==> src/sv/gmlp_pkg.sv <==
// ----------------------------------------------------------------------------
// G-code line parser package
// Shared payload types and command codes.
// ----------------------------------------------------------------------------
package gmlp_pkg;

	typedef enum logic [1:0] {
		CMD_LINEAR = 2'd0,
		CMD_ARC_CW = 2'd1,
		CMD_ARC_CCW = 2'd2,
		CMD_HOME = 2'd3
	} cmd_t;

	typedef struct packed {
		logic [7:0] ch;
		logic line_end;
		logic signed [31:0] current_x;
		logic signed [31:0] current_y;
		logic signed [31:0] current_feed;
	} in_item_t;

	typedef struct packed {
		logic [1:0] command;
		logic signed [31:0] target_x;
		logic signed [31:0] target_y;
		logic signed [31:0] center_i;
		logic signed [31:0] center_j;
		logic signed [31:0] feed;
	} out_item_t;

	// Classified character handed from the front part to the back part.
	typedef struct packed {
		logic [7:0] ch;
		logic line_end;
		logic is_space;
		logic is_digit;
		logic is_sign;
		logic is_point;
		logic is_ws;
		logic [3:0] digit;
		logic signed [31:0] cur_x;
		logic signed [31:0] cur_y;
		logic signed [31:0] cur_f;
	} cls_item_t;

	localparam logic [7:0] CH_G_UP = 8'h47;
	localparam logic [7:0] CH_G_LO = 8'h67;
	localparam logic [7:0] CH_X = 8'h58;
	localparam logic [7:0] CH_Y = 8'h59;
	localparam logic [7:0] CH_I = 8'h49;
	localparam logic [7:0] CH_J = 8'h4A;
	localparam logic [7:0] CH_F = 8'h46;
	localparam logic [7:0] CH_POINT = 8'h2E;
	localparam logic [7:0] CH_SPACE = 8'h20;
	localparam logic [7:0] CH_PLUS = 8'h2B;
	localparam logic [7:0] CH_MINUS = 8'h2D;
	localparam logic [7:0] CH_ZERO = 8'h30;
	localparam logic [7:0] CH_NINE = 8'h39;
	localparam logic [7:0] CH_TAB = 8'h09;
	localparam logic [7:0] CH_CR = 8'h0D;
	localparam int HOME_CODE = 28;

endpackage

==> src/sv/gcode_motion_line_parser.sv <==
// ----------------------------------------------------------------------------
// G-code motion line parser
// Turns a stream of G-code characters into motion commands, at most one per line.
// ----------------------------------------------------------------------------
// The block takes one character per transfer and, when a transfer marks the end of
// a line, delivers at most one motion command on its result side. A character is
// taken every clock cycle while the block is not full; the rate is set by the
// per-character accumulate step in the back part, which handles one character per
// cycle unless a result waits unpopped. A character is registered in the
// classifying front stage, then passes a two-entry queue to the back part, and a
// command is registered when the back part takes its line end. One finished command
// is held in the output register as more characters flow in until the queue fills.
module gcode_motion_line_parser #(
	parameter int FRACTION_DIGITS = 3,
	parameter int VALUE_WIDTH = 32
) (
	input logic clk,
	input logic arst_n,
	input gmlp_pkg::in_item_t in_item,
	input logic push,
	output logic full,
	output gmlp_pkg::out_item_t out_item,
	output logic empty,
	input logic pop
);
	import gmlp_pkg::*;

	cls_item_t front_data, back_data;
	logic front_valid, front_ready, back_valid, back_ready;
	logic in_ready;

	// The front stage classifies each character.
	gmlp_front u_front (
		.clk(clk), .arst_n(arst_n),
		.in_data(in_item), .in_valid(push), .in_ready(in_ready),
		.out_data(front_data), .out_valid(front_valid), .out_ready(front_ready)
	);

	assign full = !in_ready;

	// The queue lets the front keep accepting while a result waits to be popped.
	gmlp_fifo #(.DEPTH(2), .WIDTH($bits(cls_item_t))) u_fifo (
		.clk(clk), .arst_n(arst_n),
		.wr_data(front_data), .wr_valid(front_valid), .wr_ready(front_ready),
		.rd_data(back_data), .rd_valid(back_valid), .rd_ready(back_ready)
	);

	// The back part runs the parse state and holds the result register.
	gmlp_back #(.FRACTION_DIGITS(FRACTION_DIGITS), .VALUE_WIDTH(VALUE_WIDTH)) u_back (
		.clk(clk), .arst_n(arst_n),
		.in_data(back_data), .in_valid(back_valid), .in_ready(back_ready),
		.out_data(out_item), .out_empty(empty), .out_pop(pop)
	);

	// A held result must not change until it is popped.
	assert property (@(posedge clk) disable iff (!arst_n)
		!empty && !pop |=> !empty && $stable(out_item))
		else $error("result changed while waiting");

	// The back part takes nothing while a result waits and is not popped.
	assert property (@(posedge clk) disable iff (!arst_n)
		!empty && !pop |-> !back_ready)
		else $error("back part ready while a result is held");

	// With the queue full, the input side must stall.
	assert property (@(posedge clk) disable iff (!arst_n)
		front_valid && !front_ready |-> full)
		else $error("input accepted while queue full");
endmodule

==> src/sv/gmlp_front.sv <==
// ----------------------------------------------------------------------------
// G-code line parser front part
// Accepts characters and classifies them into a registered stage.
// ----------------------------------------------------------------------------
module gmlp_front (
	input logic clk,
	input logic arst_n,
	input gmlp_pkg::in_item_t in_data,
	input logic in_valid,
	output logic in_ready,
	output gmlp_pkg::cls_item_t out_data,
	output logic out_valid,
	input logic out_ready
);
	import gmlp_pkg::*;

	cls_item_t cls;
	logic valid_s1;

	assign in_ready = !valid_s1 || out_ready;

	always_comb begin
		cls.ch = in_data.ch;
		cls.line_end = in_data.line_end;
		cls.is_space = in_data.ch == CH_SPACE;
		cls.is_digit = in_data.ch >= CH_ZERO && in_data.ch <= CH_NINE;
		cls.is_sign = in_data.ch == CH_PLUS || in_data.ch == CH_MINUS;
		cls.is_point = in_data.ch == CH_POINT;
		cls.is_ws = in_data.ch >= CH_TAB && in_data.ch <= CH_CR;
		cls.digit = 4'(in_data.ch - CH_ZERO);
		cls.cur_x = in_data.current_x;
		cls.cur_y = in_data.current_y;
		cls.cur_f = in_data.current_feed;
	end

	always_ff @(posedge clk or negedge arst_n) begin
		if (!arst_n) begin
			valid_s1 <= 1'b0;
		end else if (in_ready) begin
			valid_s1 <= in_valid;
		end
	end

	always_ff @(posedge clk) begin
		if (in_ready && in_valid) begin
			out_data <= cls;
		end
	end

	assign out_valid = valid_s1;
endmodule

==> src/sv/gmlp_fifo.sv <==
// ----------------------------------------------------------------------------
// G-code line parser queue
// Small queue that decouples the front and back parts.
// ----------------------------------------------------------------------------
module gmlp_fifo #(
	parameter int DEPTH = 2,
	parameter int WIDTH = 8
) (
	input logic clk,
	input logic arst_n,
	input logic [WIDTH-1:0] wr_data,
	input logic wr_valid,
	output logic wr_ready,
	output logic [WIDTH-1:0] rd_data,
	output logic rd_valid,
	input logic rd_ready
);
	localparam int AW = (DEPTH > 1) ? $clog2(DEPTH) : 1;

	logic [WIDTH-1:0] mem_q [DEPTH];
	logic [AW-1:0] wr_ptr_q, rd_ptr_q;
	logic [AW:0] cnt_q;
	logic do_wr, do_rd;

	assign wr_ready = cnt_q != (AW+1)'(DEPTH);
	assign rd_valid = cnt_q != '0;
	assign do_wr = wr_valid && wr_ready;
	assign do_rd = rd_valid && rd_ready;
	assign rd_data = mem_q[rd_ptr_q];

	always_ff @(posedge clk) begin
		if (do_wr) begin
			mem_q[wr_ptr_q] <= wr_data;
		end
	end

	always_ff @(posedge clk or negedge arst_n) begin
		if (!arst_n) begin
			wr_ptr_q <= '0;
			rd_ptr_q <= '0;
			cnt_q <= '0;
		end else begin
			if (do_wr) begin
				wr_ptr_q <= (wr_ptr_q == AW'(DEPTH - 1)) ? '0 : wr_ptr_q + 1'b1;
			end
			if (do_rd) begin
				rd_ptr_q <= (rd_ptr_q == AW'(DEPTH - 1)) ? '0 : rd_ptr_q + 1'b1;
			end
			cnt_q <= cnt_q + (AW+1)'(do_wr) - (AW+1)'(do_rd);
		end
	end
endmodule

==> src/sv/gmlp_back.sv <==
// ----------------------------------------------------------------------------
// G-code line parser back part
// Runs the word and number state machine and builds at most one command per line.
// ----------------------------------------------------------------------------
module gmlp_back #(
	parameter int FRACTION_DIGITS = 3,
	parameter int VALUE_WIDTH = 32
) (
	input logic clk,
	input logic arst_n,
	input gmlp_pkg::cls_item_t in_data,
	input logic in_valid,
	output logic in_ready,
	output gmlp_pkg::out_item_t out_data,
	output logic out_empty,
	input logic out_pop
);
	import gmlp_pkg::*;

	localparam int AW = VALUE_WIDTH + 1;
	localparam logic [AW-1:0] CAP = AW'(1) << (VALUE_WIDTH - 1);
	localparam int FCW = 3;

	typedef enum logic [1:0] {
		PH_SEEK, PH_CODE, PH_ARGS, PH_NUM
	} phase_t;

	phase_t phase_q;
	logic word_start_q;
	logic signed [9:0] code_q;
	logic [1:0] cps_q;
	logic [7:0] letter_q;
	logic [AW-1:0] acc_q;
	logic neg_q, point_q, any_q, stop_q;
	logic [FCW-1:0] fcnt_q;
	// Only the low 32 bits of each stored value ever reach the outputs.
	logic [31:0] fx_q, fy_q, fi_q, fj_q, ff_q;
	logic [2:0] pres_q;
	logic full_q;
	out_item_t res_q;

	// Number finishing: scale up missing fraction digits, then clamp and sign.
	logic [AW-1:0] scaled;
	logic [VALUE_WIDTH-1:0] fin_val;
	logic [AW+3:0] mul10;

	always_comb begin
		scaled = acc_q;
		for (int k = 0; k < 6; k++) begin
			mul10 = {4'b0, scaled} * (AW+4)'(10);
			if (k < FRACTION_DIGITS && FCW'(k) >= fcnt_q) begin
				scaled = (mul10 > (AW+4)'(CAP)) ? CAP : mul10[AW-1:0];
			end
		end
		if (!neg_q && scaled > CAP - 1'b1) begin
			scaled = CAP - 1'b1;
		end
		fin_val = neg_q ? VALUE_WIDTH'(-scaled) : scaled[VALUE_WIDTH-1:0];
	end

	logic take, finish, emit;
	logic [AW+3:0] acc_next;
	logic signed [13:0] code_next;
	logic [31:0] vx, vy, vi, vj, vf;

	assign in_ready = !full_q || out_pop;
	assign take = in_valid && in_ready;
	assign acc_next = {4'b0, acc_q} * (AW+4)'(10) + (AW+4)'(in_data.digit);
	assign code_next = (cps_q == 2'd2) ? 14'(code_q) * 14'sd10 - 14'(in_data.digit)
		: 14'(code_q) * 14'sd10 + 14'(in_data.digit);

	always_comb begin
		finish = 1'b0;
		if (in_data.line_end) begin
			finish = phase_q == PH_NUM;
		end else if (phase_q == PH_NUM) begin
			finish = !(in_data.is_digit || in_data.is_point || in_data.is_sign);
		end
	end

	// Values including a number that this character finishes, also one still open at line end.
	always_comb begin
		vx = fx_q;
		vy = fy_q;
		vi = fi_q;
		vj = fj_q;
		vf = ff_q;
		if (finish) begin
			case (letter_q)
				CH_X: vx = 32'(signed'(fin_val));
				CH_Y: vy = 32'(signed'(fin_val));
				CH_I: vi = 32'(signed'(fin_val));
				CH_J: vj = 32'(signed'(fin_val));
				CH_F: vf = 32'(signed'(fin_val));
				default: ;
			endcase
		end
	end

	logic [2:0] pres_end;
	always_comb begin
		pres_end = pres_q;
		if (finish) begin
			case (letter_q)
				CH_X: pres_end[0] = 1'b1;
				CH_Y: pres_end[1] = 1'b1;
				CH_F: pres_end[2] = 1'b1;
				default: ;
			endcase
		end
	end

	assign emit = in_data.line_end && phase_q != PH_SEEK && (code_q == 10'sd0
		|| code_q == 10'sd1 || code_q == 10'sd2 || code_q == 10'sd3
		|| code_q == 10'(HOME_CODE));

	always_ff @(posedge clk) begin
		if (take && emit) begin
			res_q.center_i <= '0;
			res_q.center_j <= '0;
			res_q.feed <= pres_end[2] ? vf : in_data.cur_f;
			if (code_q == 10'sd0 || code_q == 10'sd1) begin
				res_q.command <= CMD_LINEAR;
				res_q.target_x <= pres_end[0] ? vx : in_data.cur_x;
				res_q.target_y <= pres_end[1] ? vy : in_data.cur_y;
			end else if (code_q == 10'sd2 || code_q == 10'sd3) begin
				res_q.command <= (code_q == 10'sd2) ? CMD_ARC_CW : CMD_ARC_CCW;
				res_q.target_x <= vx;
				res_q.target_y <= vy;
				res_q.center_i <= vi;
				res_q.center_j <= vj;
			end else begin
				res_q.command <= CMD_HOME;
				res_q.target_x <= '0;
				res_q.target_y <= '0;
				res_q.feed <= '0;
			end
		end
	end

	always_ff @(posedge clk or negedge arst_n) begin
		if (!arst_n) begin
			full_q <= 1'b0;
			phase_q <= PH_SEEK;
			word_start_q <= 1'b1;
			code_q <= '0;
			cps_q <= '0;
			letter_q <= '0;
			acc_q <= '0;
			{neg_q, point_q, any_q, stop_q} <= '0;
			fcnt_q <= '0;
			{fx_q, fy_q, fi_q, fj_q, ff_q} <= '0;
			pres_q <= '0;
		end else begin
			if (out_pop && full_q) begin
				full_q <= 1'b0;
			end
			if (take && emit) begin
				full_q <= 1'b1;
			end
			if (take) begin
				if (in_data.line_end) begin
					phase_q <= PH_SEEK;
					word_start_q <= 1'b1;
					code_q <= '0;
					cps_q <= '0;
					letter_q <= '0;
					acc_q <= '0;
					{neg_q, point_q, any_q, stop_q} <= '0;
					fcnt_q <= '0;
					{fx_q, fy_q, fi_q, fj_q, ff_q} <= '0;
					pres_q <= '0;
				end else begin
					case (phase_q)
						PH_SEEK: begin
							if (word_start_q) begin
								if (in_data.ch == CH_G_UP || in_data.ch == CH_G_LO) begin
									phase_q <= PH_CODE;
									word_start_q <= 1'b0;
								end else if (!in_data.is_space) begin
									word_start_q <= 1'b0;
								end
							end else if (in_data.is_space) begin
								word_start_q <= 1'b1;
							end
						end
						PH_CODE: begin
							if (in_data.is_space) begin
								phase_q <= PH_ARGS;
							end else if (cps_q == 2'd0 && in_data.is_ws) begin
								cps_q <= cps_q;
							end else if (cps_q == 2'd0 && in_data.is_sign) begin
								cps_q <= (in_data.ch == CH_MINUS) ? 2'd2 : 2'd1;
							end else if (cps_q != 2'd3) begin
								if (!in_data.is_digit) begin
									cps_q <= 2'd3;
								end else begin
									if (cps_q == 2'd0) begin
										cps_q <= 2'd1;
									end
									if (code_next > 14'sd255) begin
										code_q <= 10'sd255;
									end else if (code_next < -14'sd256) begin
										code_q <= -10'sd256;
									end else begin
										code_q <= 10'(code_next);
									end
								end
							end
						end
						default: begin
							if (phase_q == PH_NUM && !finish) begin
								if (!stop_q) begin
									any_q <= 1'b1;
									if (in_data.is_sign) begin
										if (any_q) begin
											stop_q <= 1'b1;
										end else if (in_data.ch == CH_MINUS) begin
											neg_q <= 1'b1;
										end
									end else if (in_data.is_point) begin
										if (point_q) begin
											stop_q <= 1'b1;
										end else begin
											point_q <= 1'b1;
										end
									end else if (!point_q
										|| fcnt_q < FCW'(FRACTION_DIGITS)) begin
										if (point_q) begin
											fcnt_q <= fcnt_q + 1'b1;
										end
										acc_q <= (acc_next > (AW+4)'(CAP)) ? CAP
											: acc_next[AW-1:0];
									end
								end
							end else begin
								if (finish) begin
									fx_q <= vx;
									fy_q <= vy;
									fi_q <= vi;
									fj_q <= vj;
									ff_q <= vf;
									pres_q <= pres_end;
								end
								if (!in_data.is_space) begin
									letter_q <= in_data.ch;
									acc_q <= '0;
									{neg_q, point_q, any_q, stop_q} <= '0;
									fcnt_q <= '0;
									phase_q <= PH_NUM;
								end else begin
									phase_q <= PH_ARGS;
								end
							end
						end
					endcase
				end
			end
		end
	end

	assign out_data = res_q;
	assign out_empty = !full_q;
endmodule
==> config.mk <==
export PLATFORM = sky130hd
export DESIGN_NAME = gcode_motion_line_parser
export DESIGN_NICKNAME = d
export VERILOG_FILES = /design/src/sv/gmlp_pkg.sv /design/src/sv/gcode_motion_line_parser.sv /design/src/sv/gmlp_front.sv /design/src/sv/gmlp_fifo.sv /design/src/sv/gmlp_back.sv
export SDC_FILE = /design/constraint.sdc
export NUM_CORES = 2
export LEC_CHECK = 0
export BUFFER_PORTS_ARGS = -buffer_cell sky130_fd_sc_hd__buf_2
export CAP_MARGIN = 15
export CORE_ASPECT_RATIO = 2
export CORE_MARGIN = 10
export CORE_UTILIZATION = 45
export DETAILED_ROUTE_END_ITERATION = 16
export GPL_TIMING_DRIVEN = 0
export PLACE_DENSITY_LB_ADDON = 0.1
export SLEW_MARGIN = 20
export SYNTH_ARGS = -nofsm -noshare
export SYNTH_HDL_FRONTEND = slang
export SYNTH_SLANG_ARGS = --single-unit
==> constraint.sdc <==
create_clock -name clk -period 40.1 [get_ports clk]
set_input_delay 8.02 -clock clk [delete_from_list [all_inputs] [get_ports clk]]
set_output_delay 8.02 -clock clk [all_outputs]
set_load 0.01 [all_outputs]
==> Flow_metrics.wiki <==
{| class="wikitable"
! Metric !! Value
|-
| HP Class || reg2reg
|-
| Power, Total || about 0.0028 W
|-
| Std-Cell Rows || ~150
|-
| Cell area power density || 62.66 nW/um^2
|-
| Via count of the routed design || 33050
|-
| Count of boundary I/O pins || 273
|-
| Post-synthesis cell type with the largest combined area || edfxtp_1
|-
| Final count of negative-setup-slack endpoints || 0
|-
| Remaining max-slew budget at the tightest pin || 16.41%
|-
| Root Driver || clkbuf_16
|-
| Clock edge transition at the registers on the reported setup and hold paths || approximately 0.070 ns
|-
| Placement-stage worst setup slack || 19.91 ns
|-
| Pin slew with the least headroom to its limit || 1.245 ns
|-
| Iteration-0 DRC count of the detailed router || 2758
|-
| Run status || completed
|-
| Detailed-route wire length || 156900 microns
|-
| Gate count after technology mapping || 3799
|-
| Critical path's largest stage delay || about 0.99 ns
|-
| Net count, final || 4507
|-
| Clock tree from TritonCTS || built
|-
| Post-detailed-route via-to-cell ratio || 6.125
|-
| Unrepaired setup endpoints after global routing || no
|-
| Top fanout value on the critical path || 10
|-
| Residual antenna-violating net count after detailed routing || 0
|-
| Final-report hold violation count || 0
|-
| Yosys warning total || 0
|-
| First-pass GRT wire length || 226900 microns
|-
| Fmax achieved || a little under 50 MHz
|-
| Top-area cell type share of the netlist area || 37.06%
|-
| Top cell types by occurrence after synthesis || edfxtp_1, nand2_1, o21ai_0, nor2_1, a21oi_1
|-
| PostCTS Resize Cnt || 0
|-
| Core Footprint || 88060 sq um
|-
| Total Neg Setup Slack || 0 ns
|-
| Number of nets produced by synthesis || ~4100
|-
| Fraction of final layout cells with drive strength greater than 1 || between 10% and 20%
|-
| CP Data Arrival Time || 21.19 ns
|-
| Number of global-route vias before repair || 34070
|-
| TritonCTS buffer count || 61
|-
| Total routing usage reported by global routing || between 30 and 40%
|-
| Max Transition Viols Final || 0
|-
| Capture point of the worst reg-to-reg path || u_back.out_data[78]
|-
| Number of enable flip-flop cells after synthesis || 492
|-
| Final estimated routing congestion in global placement || ~1
|-
| Worst Clk Skew || 0.03908 ns
|-
| Logic depth of the worst register-to-register path || 57
|-
| Number of design rule violations left after detail routing || 0
|-
| Share of the yosys chip area belonging to registers || 51.62%
|-
| Required time worst endpoint || 40.54 ns
|-
| Placed cell areas || 43400 sq um
|-
| Post-synth ARST share || 32.04%
|-
| Clock sink count || 724
|-
| Total of flip-flops plus latches after synthesis || approximately 720
|-
| Post-route cell area || 45450 sq um
|-
| Element type at the critical path end || register
|-
| Depth of the worst hold-timing path || 0
|-
| Master of the slowest instance on the critical path || mux2i_1
|-
| Combined area of all synthesized cells || 39870 sq um
|-
| WS Path Type || reg2reg
|-
| Number of hold-repair buffers added at the cts stage || 0
|-
| Congestion Overflow GR || 0
|-
| Last element of the critical path || u_back.out_data[78]
|-
| Post-CTS Setup Bufs || 0
|-
| Reg-to-Reg Start || u_back.acc_q[1]
|-
| Post-synthesis area per instance || 10.49 sq um
|-
| Largest net degree at the start of global routing || 84
|-
| Worst setup path start || u_back.acc_q[1]
|-
| Synthesis-to-finish area growth || 14.00%
|-
| Finished Core Util || approximately 52%
|-
| CTS max path bufs || 3
|-
| Leakage || around 18 nW
|-
| PnR worst setup slack || 19.35 ns
|-
| Initial cell density of the core || 45.27%
|-
| Number of H-tree branching levels || 2
|-
| I/O Buffers || roughly 270
|-
| Avg WL per Cell || 29.07 microns
|-
| Number of iterations in the first detailed-routing pass || 6
|-
| Synth area leaders || edfxtp_1, dfrtp_1, ha_1, nand2_1, o21ai_0
|-
| Total die area || 101600 sq um
|-
| Top-count cell post-synth || edfxtp_1
|-
| Final worst path period share || 51.75%
|-
| Startpoint Class || register
|-
| Main flop type after synthesis || edfxtp_1
|-
| Horizontal die dimension || 230.5 microns
|-
| Minimum clock period || 20.75 ns
|-
| Final-layout fill cell count || 8235
|-
| Register-to-Register Setup Slack || 19.35 ns
|-
| Clock latency at the later pin of the worst-skew pair || approximately 0.68 ns
|-
| Dominant cell type by count on the critical path || clkbuf_1
|-
| Number of max-cap violations || 0
|-
| Yosys cell types || 92
|-
| Floorplan die height || 440.9 microns
|-
| Antenna violations before repair || 6
|-
| Detailed Place HPWL || between 100000 and 150000 microns
|-
| IR Drop Worst-Case VDD || 54.33 uV
|}
==> layout by cell type, fill, tap and decap left out, types with 18 or more instances in the layout <==
cell and n:
edfxtp_1 492, nand2_1 473, o21ai_0 314, nor2_1 278
buf_2 278, a21oi_1 267, dfrtp_1 231, ha_1 219
clkbuf_1 179, mux2i_1 98, nand3_1 83, a22o_1 82
xnor2_1 81, inv_1 80, nor3_1 64, clkbuf_16 63
xor2_1 51, nand4_1 50, a211oi_1 45, a21o_1 44
o31ai_1 43, mux2_2 41, o21a_1 35, a31oi_1 33
and2_1 29, o211ai_1 24, and3_1 24, nor2b_1 24
nor4_1 23, o21ai_1 22, o21bai_1 19, nand2b_1 18
==> layout make-up <==
cell class | count | area, sq um | share of cell area (%)
clock inverter | 44 | 420.4 | 0.9250
inverter | 80 | 300.3 | 0.6607
tap | 1170 | 1464 | 3.221
antenna | 3 | 7.507 | 0.01652
buffer | 200 | 774.5 | 1.704
sequential | 724 | 20580 | 45.28
multi-input combinational | 2795 | 18370 | 40.42
clock buffer | 70 | 1613 | 3.549
timing repair buffer | 310 | 1918 | 4.220
==> state kept, by name, summed over array words and instances, names as in the netlist, 2 cells and up <==
name and cells:
u_fifo.cnt_q 2, u_fifo.mem_q 220, u_back.cps_q 2, u_back.code_q 10
u_front.out_data 110, u_back.pres_q 3, u_back.acc_q 33, u_back.letter_q 8
u_back.fcnt_q 3, u_back.phase_q 2, u_back.fj_q 32, u_back.fi_q 32
u_back.fy_q 32, u_back.out_data 162, u_back.ff_q 32, u_back.fx_q 32
==> worst max-delay path: cells and delay by family, from the launching register on <==
| family | cells | cell delay (ns) |
|---|---|---|
| compound gates | 14 | 6.10 |
| mux | 2 | 1.16 |
| xor+xnor | 2 | 1.17 |
| flops | 1 | 0.59 |
| simple gates | 20 | 5.63 |
| fa+ha+maj | 8 | 2.51 |
| buf+inv | 11 | 3.30 |
==> per-layer routing <==
| metal | vias to the layer above | part of all wire (%) | global-route usage (%) |
|---|---|---|---|
| met5 | - | 0.034 | 0 |
| met4 | 8 | 10 | 26.75 |
| met3 | 515 | 5.3 | 4.645 |
| met2 | 1370 | 52 | 55.09 |
| met1 | 16150 | 33 | 29.66 |
| li1 | 15000 | - | - |
==> worst min path at each step <==
| stage | startpoint | endpoint | slack, ns |
|---|---|---|---|
| floorplan | u_front.out_data[0] | u_fifo.mem_q[0][0] | 0.42 |
| global placement | u_front.out_data[75] | u_fifo.mem_q[1][75] | 0.42 |
| detailed placement | u_front.out_data[61] | u_fifo.mem_q[1][61] | 0.43 |
| CTS | u_front.out_data[60] | u_fifo.mem_q[0][60] | 0.44 |
| global route | u_front.out_data[35] | u_fifo.mem_q[1][35] | 0.45 |
| finish | u_front.out_data[92] | u_fifo.mem_q[1][92] | 0.44 |
==> through the flow <==
stage          hold slack, ns  std cells
2_1_floorplan          0.4215       3799
3_3_place_gp           0.4230       5241
3_5_place_dp           0.4313       5279
4_1_cts                0.4445       5393
5_1_grt                0.4520       5395
6_report               0.4411       5396
==> logic make-up (layout without fill, tap and decap cells) <==
kind of cell	count (synthesis)	in the layout	share of synthesized area (%)
adder cells (fa/ha/maj)	226	226	7.225
buffers and inverters	280	704	2.686
other	0	3	0
multiplexers	147	147	3.819
XOR/XNOR	135	135	2.985
flip-flops	724	724	51.62
AO/OA/AOI/OAI	1124	1124	18.26
AND/OR/NAND/NOR	1163	1163	13.40
==> power by group <==
part | switching (W) | internal, W | leakage (nW)
Combinational | 0.000889 | 0.000364 | 9.72
Clock | 0.000295 | 0.000320 | 0.979
Sequential | 0.0000448 | 0.000935 | 7.77
(Power assumes the default switching activity.)
